File: config.mk
export PLATFORM = sky130hd
export DESIGN_NAME = scanline_polygon_fill
export DESIGN_NICKNAME = d
export VERILOG_FILES = /design/src/rtl/spf_pkg.sv /design/src/rtl/scanline_polygon_fill.sv
export SDC_FILE = /design/constraint.sdc
export NUM_CORES = 2
export LEC_CHECK = 0
export BUFFER_PORTS_ARGS = -buffer_cell sky130_fd_sc_hd__clkbuf_2
export CAP_MARGIN = 20
export CORE_UTILIZATION = 35
export CTS_CLUSTER_DIAMETER = 80
export DETAILED_ROUTE_END_ITERATION = 8
export GPL_TIMING_DRIVEN = 0
export PLACE_DENSITY_LB_ADDON = 0.3
export REMOVE_ABC_BUFFERS = 1
export SLEW_MARGIN = 10
export SYNTH_ARGS = -nofsm -noshare
export SYNTH_HDL_FRONTEND = slang
export SYNTH_SLANG_ARGS = --single-unit
File: constraint.sdc
create_clock -name clock -period 15.54 [get_ports clock]
set_input_delay 3.108 -clock clock [delete_from_list [all_inputs] [get_ports clock]]
set_output_delay 3.108 -clock clock [all_outputs]
set_load 0.02 [all_outputs]
File: src/rtl/spf_pkg.sv
`default_nettype none
package spf_pkg;
   // Corner store depth and derived widths.
   localparam int MAX_CORNERS = 16;
   localparam int IDX_W = $clog2(MAX_CORNERS);
   localparam int CNT_W = $clog2(MAX_CORNERS + 2);
   localparam int SPAN_CAP = 8;
   localparam int SPAN_W = $clog2(SPAN_CAP + 1);
   localparam int CROSS_W = 48;

   // Request functions.
   localparam logic FUNC_VERTEX = 1'b0;
   localparam logic FUNC_ROW = 1'b1;

   // Result kinds.
   localparam logic [1:0] KIND_VERTEX = 2'd0;
   localparam logic [1:0] KIND_SPAN = 2'd1;
   localparam logic [1:0] KIND_EMPTY = 2'd2;
   localparam logic [1:0] KIND_ERROR = 2'd3;

   typedef struct packed {
      logic func;
      logic signed [15:0] vert_x;
      logic signed [15:0] vert_y;
      logic last_vertex;
   } req_type;

   typedef struct packed {
      logic [1:0] kind;
      logic signed [15:0] span_row;
      logic signed [15:0] span_start;
      logic signed [15:0] span_end;
      logic row_done;
      logic polygon_done;
   } rsp_type;
endpackage
`default_nettype wire

File: src/rtl/scanline_polygon_fill.sv
`default_nettype none
// Channel   Direction  Handshake            Payload
// req_      in         req_valid/req_stall  spf_pkg::req_type
// rsp_      out        rsp_valid/rsp_stall  spf_pkg::rsp_type
// The result of a vertex request is registered in the cycle after acceptance. A row
// request runs setup, then for each edge a read and a row test, then for each crossing
// edge the 32-step divider, multiply, add and insertion shifts, then emit per span.
// Reset is synchronous and clears the control state; the stores need none.
// A stalled result holds in the output register and blocks the sequencer.
module scanline_polygon_fill (
   input  wire logic             clock,
   input  wire logic             reset,
   input  wire logic             req_valid,
   output      logic             req_stall,
   input  wire spf_pkg::req_type req_data,
   output      logic             rsp_valid,
   input  wire logic             rsp_stall,
   output      spf_pkg::rsp_type rsp_data
);
   import spf_pkg::*;

   localparam logic [3:0] ST_IDLE = 4'd0;
   localparam logic [3:0] ST_P1   = 4'd1;
   localparam logic [3:0] ST_P2   = 4'd2;
   localparam logic [3:0] ST_RD   = 4'd3;
   localparam logic [3:0] ST_EDGE = 4'd4;
   localparam logic [3:0] ST_DIV  = 4'd5;
   localparam logic [3:0] ST_MUL  = 4'd6;
   localparam logic [3:0] ST_ADD  = 4'd7;
   localparam logic [3:0] ST_INS  = 4'd8;
   localparam logic [3:0] ST_NEXT = 4'd9;
   localparam logic [3:0] ST_EMIT = 4'd10;
   localparam logic [3:0] ST_E1   = 4'd11;
   localparam logic [3:0] ST_E2   = 4'd12;
   localparam logic [3:0] ST_E3   = 4'd13;

   // Corner memories and crossing registers.
   logic signed [15:0] corner_x [MAX_CORNERS];
   logic signed [15:0] corner_y [MAX_CORNERS];
   logic signed [CROSS_W-1:0] cross_ff [MAX_CORNERS];

   logic [3:0] state_ff, state_in;
   logic [CNT_W-1:0] count_ff, count_in;
   logic signed [15:0] lowest_ff, lowest_in, highest_ff, highest_in;
   logic signed [15:0] current_ff, current_in;
   logic signed [15:0] run_lo_ff, run_lo_in, run_hi_ff, run_hi_in;
   logic ready_ff, ready_in, restart_ff, restart_in;
   logic [IDX_W-1:0] idx_ff, idx_in;
   logic signed [15:0] rd_x_ff, rd_y_ff;
   logic signed [15:0] prev_x_ff, prev_x_in, prev_y_ff, prev_y_in;
   logic signed [15:0] x1_ff, x1_in;
   logic signed [16:0] dx_ff, dx_in;
   logic [31:0] num_ff, num_in;
   logic [15:0] den_ff, den_in, rem_ff, rem_in;
   logic [16:0] quo_ff, quo_in;
   logic [4:0] bit_ff, bit_in;
   logic signed [34:0] prod_ff, prod_in;
   logic signed [CROSS_W-1:0] val_ff, val_in, a_ff, a_in, b_ff, b_in;
   logic [CNT_W-1:0] ints_ff, ints_in, slot_ff, slot_in, pos_ff, pos_in;
   logic [SPAN_W-1:0] spans_ff, spans_in;
   logic rsp_valid_ff, rsp_valid_in;
   rsp_type rsp_data_ff, rsp_data_in;

   logic mem_we;
   logic [IDX_W-1:0] mem_wa;
   logic cr_we;
   logic [IDX_W-1:0] cr_wa;
   logic signed [CROSS_W-1:0] cr_wd;

   logic out_free, req_accept, top;
   logic [CNT_W-1:0] eff_count;
   logic signed [15:0] lo_new, hi_new;
   logic signed [15:0] ey1, ey2, ex1, ex2;
   logic hit, oriented;
   logic [16:0] rem_sh;
   logic signed [CROSS_W-1:0] cr_prev, cr_a, cr_b, sa, sb;
   logic [CNT_W:0] pos_end;

   assign out_free = !rsp_valid_ff || !rsp_stall;
   assign req_stall = (state_ff != ST_IDLE) || !out_free;
   assign req_accept = req_valid && !req_stall;
   assign rsp_valid = rsp_valid_ff;
   assign rsp_data = rsp_data_ff;
   assign top = (current_ff == highest_ff);

   // Crossing reads for insertion and pairing.
   assign cr_prev = cross_ff[IDX_W'(slot_ff - CNT_W'(1))];
   assign cr_a = cross_ff[pos_ff[IDX_W-1:0]];
   assign cr_b = cross_ff[IDX_W'(pos_ff + CNT_W'(1))];
   assign pos_end = {1'b0, pos_ff} + (CNT_W+1)'(3);

   // Rounded span ends: floor(v / 65536) plus the half bit.
   assign sa = a_ff + CROSS_W'(1);
   assign sb = b_ff - CROSS_W'(1);

   // Edge orientation and row test.
   always_comb begin
      oriented = 1'b1;
      ey1 = prev_y_ff;
      ey2 = rd_y_ff;
      ex1 = prev_x_ff;
      ex2 = rd_x_ff;
      if (prev_y_ff > rd_y_ff) begin
         ey1 = rd_y_ff;
         ey2 = prev_y_ff;
         ex1 = rd_x_ff;
         ex2 = prev_x_ff;
      end else if (prev_y_ff == rd_y_ff) begin
         oriented = 1'b0;
      end
      hit = oriented && ((current_ff >= ey1 && current_ff < ey2) ||
                         (top && current_ff > ey1 && current_ff <= ey2));
   end

   assign rem_sh = {rem_ff, num_ff[31]};

   // Sequencer and datapath next-state logic.
   always_comb begin
      state_in = state_ff;
      count_in = count_ff;
      lowest_in = lowest_ff;
      highest_in = highest_ff;
      current_in = current_ff;
      run_lo_in = run_lo_ff;
      run_hi_in = run_hi_ff;
      ready_in = ready_ff;
      restart_in = restart_ff;
      idx_in = idx_ff;
      prev_x_in = prev_x_ff;
      prev_y_in = prev_y_ff;
      x1_in = x1_ff;
      dx_in = dx_ff;
      num_in = num_ff;
      den_in = den_ff;
      rem_in = rem_ff;
      quo_in = quo_ff;
      bit_in = bit_ff;
      prod_in = prod_ff;
      val_in = val_ff;
      a_in = a_ff;
      b_in = b_ff;
      ints_in = ints_ff;
      slot_in = slot_ff;
      pos_in = pos_ff;
      spans_in = spans_ff;
      rsp_valid_in = rsp_valid_ff && rsp_stall;
      rsp_data_in = rsp_data_ff;
      mem_we = 1'b0;
      mem_wa = '0;
      cr_we = 1'b0;
      cr_wa = slot_ff[IDX_W-1:0];
      cr_wd = val_ff;
      eff_count = restart_ff ? '0 : count_ff;
      lo_new = run_lo_ff;
      hi_new = run_hi_ff;

      unique case (state_ff)
         ST_IDLE: begin
            if (req_accept) begin
               rsp_valid_in = 1'b1;
               rsp_data_in = '0;
               if (req_data.func == FUNC_VERTEX) begin
                  // Vertex store, with a running row range.
                  if (restart_ff) begin
                     restart_in = 1'b0;
                     ready_in = 1'b0;
                  end
                  rsp_data_in.kind = KIND_VERTEX;
                  if (eff_count < CNT_W'(MAX_CORNERS)) begin
                     mem_we = 1'b1;
                     mem_wa = eff_count[IDX_W-1:0];
                     count_in = eff_count + CNT_W'(1);
                     if (eff_count == '0) begin
                        lo_new = req_data.vert_y;
                        hi_new = req_data.vert_y;
                     end else begin
                        if (req_data.vert_y < run_lo_ff) lo_new = req_data.vert_y;
                        if (req_data.vert_y > run_hi_ff) hi_new = req_data.vert_y;
                     end
                     run_lo_in = lo_new;
                     run_hi_in = hi_new;
                  end else begin
                     count_in = CNT_W'(MAX_CORNERS + 1);
                     rsp_data_in.kind = KIND_ERROR;
                  end
                  if (req_data.last_vertex) begin
                     restart_in = 1'b1;
                     if (count_in < CNT_W'(3) || count_in > CNT_W'(MAX_CORNERS)) begin
                        rsp_data_in.kind = KIND_ERROR;
                     end else begin
                        lowest_in = lo_new;
                        highest_in = hi_new;
                        current_in = lo_new;
                        ready_in = 1'b1;
                     end
                  end
               end else if (!ready_ff) begin
                  rsp_data_in.kind = KIND_ERROR;
                  rsp_data_in.row_done = 1'b1;
               end else begin
                  rsp_valid_in = 1'b0;
                  idx_in = IDX_W'(count_ff - CNT_W'(1));
                  ints_in = '0;
                  state_in = ST_P1;
               end
            end
         end
         ST_P1: state_in = ST_P2;
         ST_P2: begin
            // Closing corner becomes the first edge's start.
            prev_x_in = rd_x_ff;
            prev_y_in = rd_y_ff;
            idx_in = '0;
            state_in = ST_RD;
         end
         ST_RD: state_in = ST_EDGE;
         ST_EDGE: begin
            if (hit) begin
               x1_in = ex1;
               dx_in = 17'(ex2) - 17'(ex1);
               num_in = {16'(17'(current_ff) - 17'(ey1)), 16'd0};
               den_in = 16'(17'(ey2) - 17'(ey1));
               rem_in = '0;
               quo_in = '0;
               bit_in = 5'd31;
               state_in = ST_DIV;
            end else begin
               state_in = ST_NEXT;
            end
         end
         ST_DIV: begin
            // Restoring division, one quotient bit per cycle.
            if (rem_sh >= {1'b0, den_ff}) begin
               rem_in = 16'(rem_sh - {1'b0, den_ff});
               quo_in = {quo_ff[15:0], 1'b1};
            end else begin
               rem_in = rem_sh[15:0];
               quo_in = {quo_ff[15:0], 1'b0};
            end
            num_in = {num_ff[30:0], 1'b0};
            bit_in = bit_ff - 5'd1;
            if (bit_ff == '0) state_in = ST_MUL;
         end
         ST_MUL: begin
            prod_in = $signed({1'b0, quo_ff}) * dx_ff;
            state_in = ST_ADD;
         end
         ST_ADD: begin
            val_in = CROSS_W'(prod_ff) + (CROSS_W'(x1_ff) <<< 16);
            slot_in = ints_ff;
            state_in = ST_INS;
         end
         ST_INS: begin
            // One insertion-sort step per cycle.
            cr_we = 1'b1;
            if (slot_ff != '0 && cr_prev > val_ff) begin
               cr_wd = cr_prev;
               slot_in = slot_ff - CNT_W'(1);
            end else begin
               cr_wd = val_ff;
               ints_in = ints_ff + CNT_W'(1);
               state_in = ST_NEXT;
            end
         end
         ST_NEXT: begin
            prev_x_in = rd_x_ff;
            prev_y_in = rd_y_ff;
            if (CNT_W'(idx_ff) == count_ff - CNT_W'(1)) begin
               pos_in = '0;
               spans_in = '0;
               state_in = ST_EMIT;
            end else begin
               idx_in = idx_ff + IDX_W'(1);
               state_in = ST_RD;
            end
         end
         ST_EMIT: begin
            if (ints_ff >= CNT_W'(2)) begin
               state_in = ST_E1;
            end else if (out_free) begin
               rsp_valid_in = 1'b1;
               rsp_data_in = '0;
               rsp_data_in.kind = KIND_EMPTY;
               rsp_data_in.span_row = current_ff;
               rsp_data_in.row_done = 1'b1;
               rsp_data_in.polygon_done = top;
               state_in = ST_IDLE;
               if (top) ready_in = 1'b0;
               else current_in = current_ff + 16'sd1;
            end
         end
         ST_E1: begin
            a_in = cr_a;
            state_in = ST_E2;
         end
         ST_E2: begin
            b_in = cr_b;
            state_in = ST_E3;
         end
         ST_E3: begin
            if (out_free) begin
               rsp_valid_in = 1'b1;
               rsp_data_in.kind = KIND_SPAN;
               rsp_data_in.span_row = current_ff;
               rsp_data_in.span_start = sa[31:16] + {15'd0, sa[15]};
               rsp_data_in.span_end = sb[31:16] + {15'd0, sb[15]};
               rsp_data_in.polygon_done = top;
               rsp_data_in.row_done = 1'b0;
               if (pos_end >= {1'b0, ints_ff} || spans_ff == SPAN_W'(SPAN_CAP - 1)) begin
                  rsp_data_in.row_done = 1'b1;
                  state_in = ST_IDLE;
                  if (top) ready_in = 1'b0;
                  else current_in = current_ff + 16'sd1;
               end else begin
                  pos_in = pos_ff + CNT_W'(2);
                  spans_in = spans_ff + SPAN_W'(1);
                  state_in = ST_E1;
               end
            end
         end
         default: state_in = ST_IDLE;
      endcase
   end

   // Corner memory: one write port, registered read.
   always_ff @(posedge clock) begin
      if (mem_we) begin
         corner_x[mem_wa] <= req_data.vert_x;
         corner_y[mem_wa] <= req_data.vert_y;
      end
      rd_x_ff <= corner_x[idx_ff];
      rd_y_ff <= corner_y[idx_ff];
   end

   // Crossing registers.
   always_ff @(posedge clock) begin
      if (cr_we) cross_ff[cr_wa] <= cr_wd;
   end

   // Control registers.
   always_ff @(posedge clock) begin
      if (reset) begin
         state_ff <= ST_IDLE;
         count_ff <= '0;
         lowest_ff <= '0;
         highest_ff <= '0;
         current_ff <= '0;
         ready_ff <= 1'b0;
         restart_ff <= 1'b0;
         rsp_valid_ff <= 1'b0;
         ints_ff <= '0;
      end else begin
         state_ff <= state_in;
         count_ff <= count_in;
         lowest_ff <= lowest_in;
         highest_ff <= highest_in;
         current_ff <= current_in;
         ready_ff <= ready_in;
         restart_ff <= restart_in;
         rsp_valid_ff <= rsp_valid_in;
         ints_ff <= ints_in;
      end
   end

   // Payload and datapath registers.
   always_ff @(posedge clock) begin
      run_lo_ff <= run_lo_in;
      run_hi_ff <= run_hi_in;
      idx_ff <= idx_in;
      prev_x_ff <= prev_x_in;
      prev_y_ff <= prev_y_in;
      x1_ff <= x1_in;
      dx_ff <= dx_in;
      num_ff <= num_in;
      den_ff <= den_in;
      rem_ff <= rem_in;
      quo_ff <= quo_in;
      bit_ff <= bit_in;
      prod_ff <= prod_in;
      val_ff <= val_in;
      a_ff <= a_in;
      b_ff <= b_in;
      slot_ff <= slot_in;
      pos_ff <= pos_in;
      spans_ff <= spans_in;
      rsp_data_ff <= rsp_data_in;
   end

`ifndef NO_ASSERTIONS
   // A row walk only runs on a ready polygon.
   a_walk_ready: assert property (@(posedge clock) disable iff (reset)
      state_ff != ST_IDLE |-> ready_ff)
      else $error("row walk without a ready polygon");

   // Never more crossings than stored edges.
   a_ints_bound: assert property (@(posedge clock) disable iff (reset)
      state_ff != ST_IDLE |-> ints_ff <= count_ff)
      else $error("crossing count exceeds corner count");

   // A span result belongs to the row being walked.
   a_span_row: assert property (@(posedge clock) disable iff (reset)
      state_ff == ST_E3 && out_free |=> rsp_data_ff.span_row == $past(current_ff))
      else $error("span row mismatch");
`endif
endmodule
`default_nettype wire

# After elaboration in Yosys (flattened, before gate mapping)
# Memory sizes are Yosys's and may differ from the RTL's. A register that Yosys moved wholly into a read port is not among the register bits.
# Index checks and enable logic that the tools add are counted.
dict set report totals {
  regBits 385
  ram_bits 1280
  input_bits 38
  output_inout_bits 54
  elab_cells 260
  mem_count 3
}
# name depth width rd rd_ports_with_merged_regs wr line_no
set mem_list {}
lappend mem_list {cross_ff 16 48 3 2 1 scanline_polygon_fill.sv:40} ;# logic signed [CROSS_W-1:0] cross_ff [MAX_CORNERS];
lappend mem_list {corner_x 16 16 1 1 1 scanline_polygon_fill.sv:38} ;# logic signed [15:0] corner_x [MAX_CORNERS];
lappend mem_list {corner_y 16 16 1 1 1 scanline_polygon_fill.sv:39} ;# logic signed [15:0] corner_y [MAX_CORNERS];
dict set report op_classes {
  n_addsub 20
  n_mul 1
  magnitude_cmp 14
  eq_ne 35
  muxes 114
  bitwise 2
  n_reduce_logical 40
}
# cell count
set ops {}
lappend ops {{16-bit 2-to-1 mux} 21}
lappend ops {{52-bit 2-to-1 mux} 4}
lappend ops {{52-bit one-hot mux with 3 select lines} 1}
lappend ops {{48-bit 2-to-1 mux} 2}
lappend ops {{4-bit 2-to-1 mux} 22}
lappend ops {{5-bit 2-to-1 mux} 14}
lappend ops {{32-bit one-hot mux with 2 select lines} 1}
lappend ops {{4-bit one-hot mux with 14 select lines} 1}
lappend ops {{16-bit greater-than comparator} 3}
lappend ops {{48-bit greater-than comparator} 1}
lappend ops {{16-bit one-hot mux with 3 select lines} 1}
lappend ops {{16-bit subtractor} 3}
lappend ops {{5-bit one-hot mux with 2 select lines} 4}
lappend ops {{35-bit by 32-bit adder with 36-bit output} 1}
lappend ops {{18-bit by 17-bit multiplier with 35-bit output} 1}
lappend ops {{2-bit inequality test, second input constant} 17}
lappend ops {{17-bit one-hot mux with 2 select lines} 1}
lappend ops {{16-bit by 1-bit adder with 16-bit output} 2}
lappend ops {{32-bit by 2-bit adder with 32-bit output, second input constant} 1}
lappend ops {{16-bit equality test} 2}
lappend ops {{16-bit less-than comparator} 2}
lappend ops {{32-bit 2-to-1 mux} 1}
lappend ops {{16-bit one-hot mux with 2 select lines} 1}
lappend ops {{32-bit by 2-bit subtractor with 32-bit output, second input constant} 1}
lappend ops {{44 further kinds} 118}

# Depth between registers and ports, before layout
dict set report depth {
  ltp_word 15
  mapped_depth 28
  ltp_nobuf 26
}

# Least setup slack after synthesis
# No wires, ideal clock.
dict set report synth_timing {
  path_kind {register -> register}
  start {register prev_y_ff[5]}
  end {register bit_ff[0], enable pin}
  setup_ns 0.418
  t_arrival_ns 11.893
  t_required_ns 15.122
  setup_slack_ns 3.229
  path_stages_with_launch 27
  path_buffers 5
  synth_period_minus_slack_ns 12.311
  cell_sequence {edfxtp_1 -> ha_1 -> a211oi_1 -> nor2_1 -> nor4b_1 -> o21a_1 -> clkbuf_1 -> o21ai_1 -> clkbuf_1 -> clkbuf_1 -> buf_1 -> clkbuf_1 -> nand2_1 -> nand2_1 -> ha_1 -> fa_1 -> nor2b_1 -> o21ai_0 -> a21boi_0 -> o21ai_0 -> a21boi_0 -> o21ai_0 -> nand2_1 -> o31ai_1 -> a211oi_1 -> nor4b_1 -> nand2b_1}
}
dict set report synth_between {
  elab_chain_len 9
  elab_cells_between_ends 17
  cone_classes {order compare (5); eq/ne (2); mux (4); reduce/logical (6)}
}
# element line_no
set synth_rtl {}
lappend synth_rtl {{start: declaration} scanline_polygon_fill.sv:50} ;# logic signed [15:0] prev_x_ff, prev_x_in, prev_y_ff, prev_y_in;
lappend synth_rtl {{start signal: assignment} scanline_polygon_fill.sv:371} ;# prev_y_ff <= prev_y_in;
lappend synth_rtl {{16-bit greater-than comparator} scanline_polygon_fill.sv:103} ;# if (prev_y_ff > rd_y_ff) begin
lappend synth_rtl {{16-bit 2-to-1 mux} scanline_polygon_fill.sv:103}
lappend synth_rtl {{16-bit greater-than comparator} scanline_polygon_fill.sv:112} ;# (top && current_ff > ey1 && current_ff <= ey2));
lappend synth_rtl {{1-bit logical AND (2 in series)} scanline_polygon_fill.sv:112}
lappend synth_rtl {{1-bit logical OR} scanline_polygon_fill.sv:111} ;# hit = oriented && ((current_ff >= ey1 && current_ff < ey2) ||
lappend synth_rtl {{1-bit logical AND *} scanline_polygon_fill.sv:111}
lappend synth_rtl {{2-bit inequality test (no source line) *} n/a}
lappend synth_rtl {{2-bit AND reduction (no source line) *} n/a}
lappend synth_rtl {{end signal: assignment} scanline_polygon_fill.sv:378} ;# bit_ff <= bit_in;
lappend synth_rtl {{end: declaration} scanline_polygon_fill.sv:56} ;# logic [4:0] bit_ff, bit_in;
# Every way passes the cells marked *; elsewhere a longest branch is shown, timed or not.
# A chain may end at the register's enable or synchronous reset.

# Final worst setup path
dict set report layout_timing {
  start {register slot_ff[0]}
  end {memory cross_ff[4][44] (data pin)}
}
dict set report layout_between {
  elab_chain_len 6
  elab_cells_between_ends 7
  cone_classes {add/sub (1); order compare (1); mux (2); reduce/logical (2); memory (1)}
}
# element line_no
set layout_rtl {}
lappend layout_rtl {{start: declaration} scanline_polygon_fill.sv:59} ;# logic [CNT_W-1:0] ints_ff, ints_in, slot_ff, slot_in, pos_ff, pos_in;
lappend layout_rtl {{start signal: assignment} scanline_polygon_fill.sv:383} ;# slot_ff <= slot_in;
lappend layout_rtl {{5-bit by 1-bit subtractor with 5-bit output} n/a}
lappend layout_rtl {{memory read 16 x 48 bit} n/a}
lappend layout_rtl {{48-bit greater-than comparator} scanline_polygon_fill.sv:256} ;# if (slot_ff != '0 && cr_prev > val_ff) begin
lappend layout_rtl {{1-bit logical AND} scanline_polygon_fill.sv:256}
lappend layout_rtl {{48-bit 2-to-1 mux *} scanline_polygon_fill.sv:256}
lappend layout_rtl {{48-bit 2-to-1 mux *} scanline_polygon_fill.sv:157} ;# unique case (state_ff)
lappend layout_rtl {{named net cr_wd[44]} scanline_polygon_fill.sv:68} ;# logic signed [CROSS_W-1:0] cr_wd;
lappend layout_rtl {{end: declaration} scanline_polygon_fill.sv:40}
# Mark *: on every way through the listed nets, which the timed path passes. The rest lies on a longest branch.

==> impl_metrics.env <==
export IMPL_critical_path_class="flop to flop"
export IMPL_synthFlopType="edfxtp_1"
export IMPL_syn_mean_instance_area_sq_um=15.5
export IMPL_cpMostUsedCell="buf_4"
export IMPL_grt_pass1_vias=50300
export IMPL_core_area_sq_um=246000
export IMPL_fmax_mhz=103
export IMPL_rsz0062_at_grt="no"
export IMPL_grt_pass1_wl_mm=324
export IMPL_area_delta_synth_final_pct=15.6
export IMPL_num_vias=48800
export IMPL_post_route_cell_area_sq_um=100000
export IMPL_setup_viol=0
export IMPL_grt_usage_pct=17.2
export IMPL_postSynth_asyncResetShare_pct=0
export IMPL_r2r_start="slot_ff[0]"
export IMPL_crit_path_end="cross_ff[4][44]"
export IMPL_status="complete, no violations"
export IMPL_postPlaceCellArea_sq_um=94600
export IMPL_synth_cell_type_count=86
export IMPL_ant_nets=0
export IMPL_slowest_delay_ns=0.92
export IMPL_htree_levels=4
export IMPL_wl_per_cell_microns=23.1
export IMPL_cp_cell_sequence="buf_16, inv_1, ha_1, xnor2_2, buf_6, buf_6, buf_6, mux4_2, ha_1, nand4_1, nor4_1, nand3_1, a31oi_1, a2111oi_0, xnor2_1, nor4_2, buf_4, buf_4, buf_4, buf_4, nand2b_1, nand2_1"
export IMPL_slew_headroom_pct=26.7
export IMPL_worstHoldPathType="flop to flop"
export IMPL_clkSinkCount=1732
export IMPL_layout_commonest_cell="edfxtp_1"
export IMPL_path_max_fanout=16
export IMPL_ys_warn_count=0
export IMPL_peakVddDrop_mv=0.185
export IMPL_layout_drive_gt1_share_pct=21.8
export IMPL_endpoint_kind="flop"
export IMPL_power_density_nw_per_um2=161
export IMPL_portBuffers=91
export IMPL_gp_congestion=0.816
export IMPL_skew_ns=0.0532
export IMPL_yosys_top_cells_area="edfxtp_1 57%, mux4_2 14%, fa_1 5.2%"
export IMPL_fin_nets=6427
export IMPL_dieArea_sq_um=250000
export IMPL_drcViolationCount=0
export IMPL_std_cell_rows=182
export IMPL_netlist_instances=5597
export IMPL_antenna_found_initial=11
export IMPL_finalMaxSlewViolations=0
export IMPL_ctsHoldBuffers=0
export IMPL_yosys_area_top_type="edfxtp_1"
export IMPL_initial_core_util_pct=35.3
export IMPL_final_cell_mix="1,651 x edfxtp_1, 528 x mux4_2, 449 x inv_1, 407 x nand2_1, 314 x ha_1"
export IMPL_critPathRequiredTime_ns=15.94
export IMPL_hpwl_mm=152
export IMPL_tritoncts="built"
export IMPL_yosysSeqAreaShare_pct=58.9
export IMPL_die_w_microns=500
export IMPL_clk_latency_ns=0.82
export IMPL_grt_max_degree=55
export IMPL_cp_data_arrival_time_ns=10.13
export IMPL_numCtsBuffers=180
export IMPL_min_period_ns=9.73
export IMPL_boundaryPins=92
export IMPL_rrSetupSlack_ns=5.81
export IMPL_rr_endpoint="cross_ff[4][44]"
export IMPL_die_height_microns=500
export IMPL_root_buffer="clkbuf_16"
export IMPL_grt_ovfl_total=0
export IMPL_drt_pass1_iter_count=5
export IMPL_synth_edf_count=1651
export IMPL_min_delay_start="prod_ff[8]"
export IMPL_dp_cells=8977
export IMPL_drt_total_wl_mm=215
export IMPL_r2r_cells=22
export IMPL_clk_path_buf_depth=3
export IMPL_routed_via_density=5.24
export IMPL_power_leakage_nw=35.7
export IMPL_ys_ff_latch=1732
export IMPL_final_cells=9315
export IMPL_cp_start_kind="flop"
export IMPL_crit_slowest_cell="nor4_2"
export IMPL_period_share_pct=62.6
export IMPL_clk_pin_slew_ns=0.06
export IMPL_drtIter0Drc=4126
export IMPL_maxCapViolations=0
export IMPL_crit_start="slot_ff[0]"
export IMPL_synth_top_area_share_pct=57.1
export IMPL_cts_repair_resized=0
export IMPL_post_cts_buffers=0
export IMPL_hold_viol=0
export IMPL_mappedNetlistArea_sq_um=86900
export IMPL_worst_pin_slew_ns=1.09
-- registers in the layout, indices dropped and copies added, names as in the netlist, 17 cells and up --
name      count
cross_ff    768
corner_x    256
a_ff         32
dx_ff        17
b_ff         32
val_ff       36
corner_y    256
quo_ff       17
rsp_data     52
prod_ff      35
-- kinds of logic after synthesis --
group,share of synthesized area [%]
AOI/OAI and AO/OA,4.51
xor gates and xnor gates,1.65
adders and majority gates,9.99
buffers and inverters,3.10
DFF,58.9
muxes,15.3
and+or+nand+nor,6.54
-- per-stage QoR --
stage | hold slack, ns | util, % | setup TNS [ns] | setup WS (ns) | total power [W]
final | 0.396 | 40.8 | 0 | 5.81 | 0.0161
after global routing | 0.408 | 40.8 | 0 | 5.45 | 0.0171
after CTS | 0.403 | 40.8 | 0 | 5.72 | 0.0163
after detailed placement | 0.405 | 38.4 | 0 | 5.78 | 0.0120
after global placement | 0.403 | 36.7 | - | -28.10 | 0.0119
after floorplan | 0.400 | - | -5914.51 | -7.98 | 0.0103
-- critical path: cells and delay by family (launching register included) --
family | cells | cell delay (ns)
AND/OR/NAND/NOR | 6 | 3.52
buffers and inverters | 9 | 1.86
XOR/XNOR | 2 | 1.14
AO/OA/AOI/OAI | 2 | 0.83
flip-flops | 1 | 0.75
adder cells (fa/ha/maj) | 2 | 0.58
multiplexers | 1 | 0.57
-- synth_stat cells, types with 18 or more instances --
cell / number
xor2_1: 53
mux2_2: 98
xnor2_1: 111
o21a_1: 22
a21o_1: 69
mux2i_1: 28
dfxtp_1: 81
buf_1: 47
nand2_1: 408
and3_1: 47
and2_1: 148
a211oi_1: 21
nor4_1: 20
inv_1: 449
nor2_1: 222
maj3_1: 19
fa_1: 227
nor3_1: 56
nand4_1: 48
a21oi_1: 141
a31oi_1: 26
edfxtp_1: 1651
ha_1: 315
o21ai_0: 181
nand2b_1: 57
nand3_1: 53
clkbuf_1: 207
a21boi_0: 18
nor2b_1: 39
mux4_2: 528
-- power by group --
group	internal, W	switching, W
combinational	0.00268	0.00335
clock	0.00244	0.00184
sequential	0.00559	0.000237
total	0.0107	0.00543
-- layer usage --
layer	wire length, microns	GRT usage [%]	vias to the layer above
met5	50	0	-
met4	4170	4.01	8
met3	10900	2.37	265
met2	107000	29.5	1268
met1	92600	23.1	25400
li1	-	-	21800
-- worst min-delay path by stage --
| stage | end | slack [ns] | cells past startpoint |
|---|---|---|---|
| global route | val_ff[8] | 0.41 | 0 |
| floorplan | val_ff[0] | 0.40 | 0 |
| global placement | val_ff[8] | 0.40 | 0 |
| detailed placement | val_ff[4] | 0.40 | 0 |
| CTS | val_ff[9] | 0.40 | 0 |
| finish | val_ff[8] | 0.40 | 0 |
-- area by class of cell --
cell class | count | area (sq um)
Clock inverter | 98 | 1000
Tap cell | 3312 | 4140
Multi-Input combinational cell | 3155 | 33300
Sequential cell | 1732 | 51200
Antenna cell | 6 | 15.0
Inverter | 450 | 1690
Timing Repair Buffer | 328 | 4260
Fill cell | 22300 | 146000
Clock buffer | 234 | 4830
Note: power is estimated with default switching activity, not from simulation.
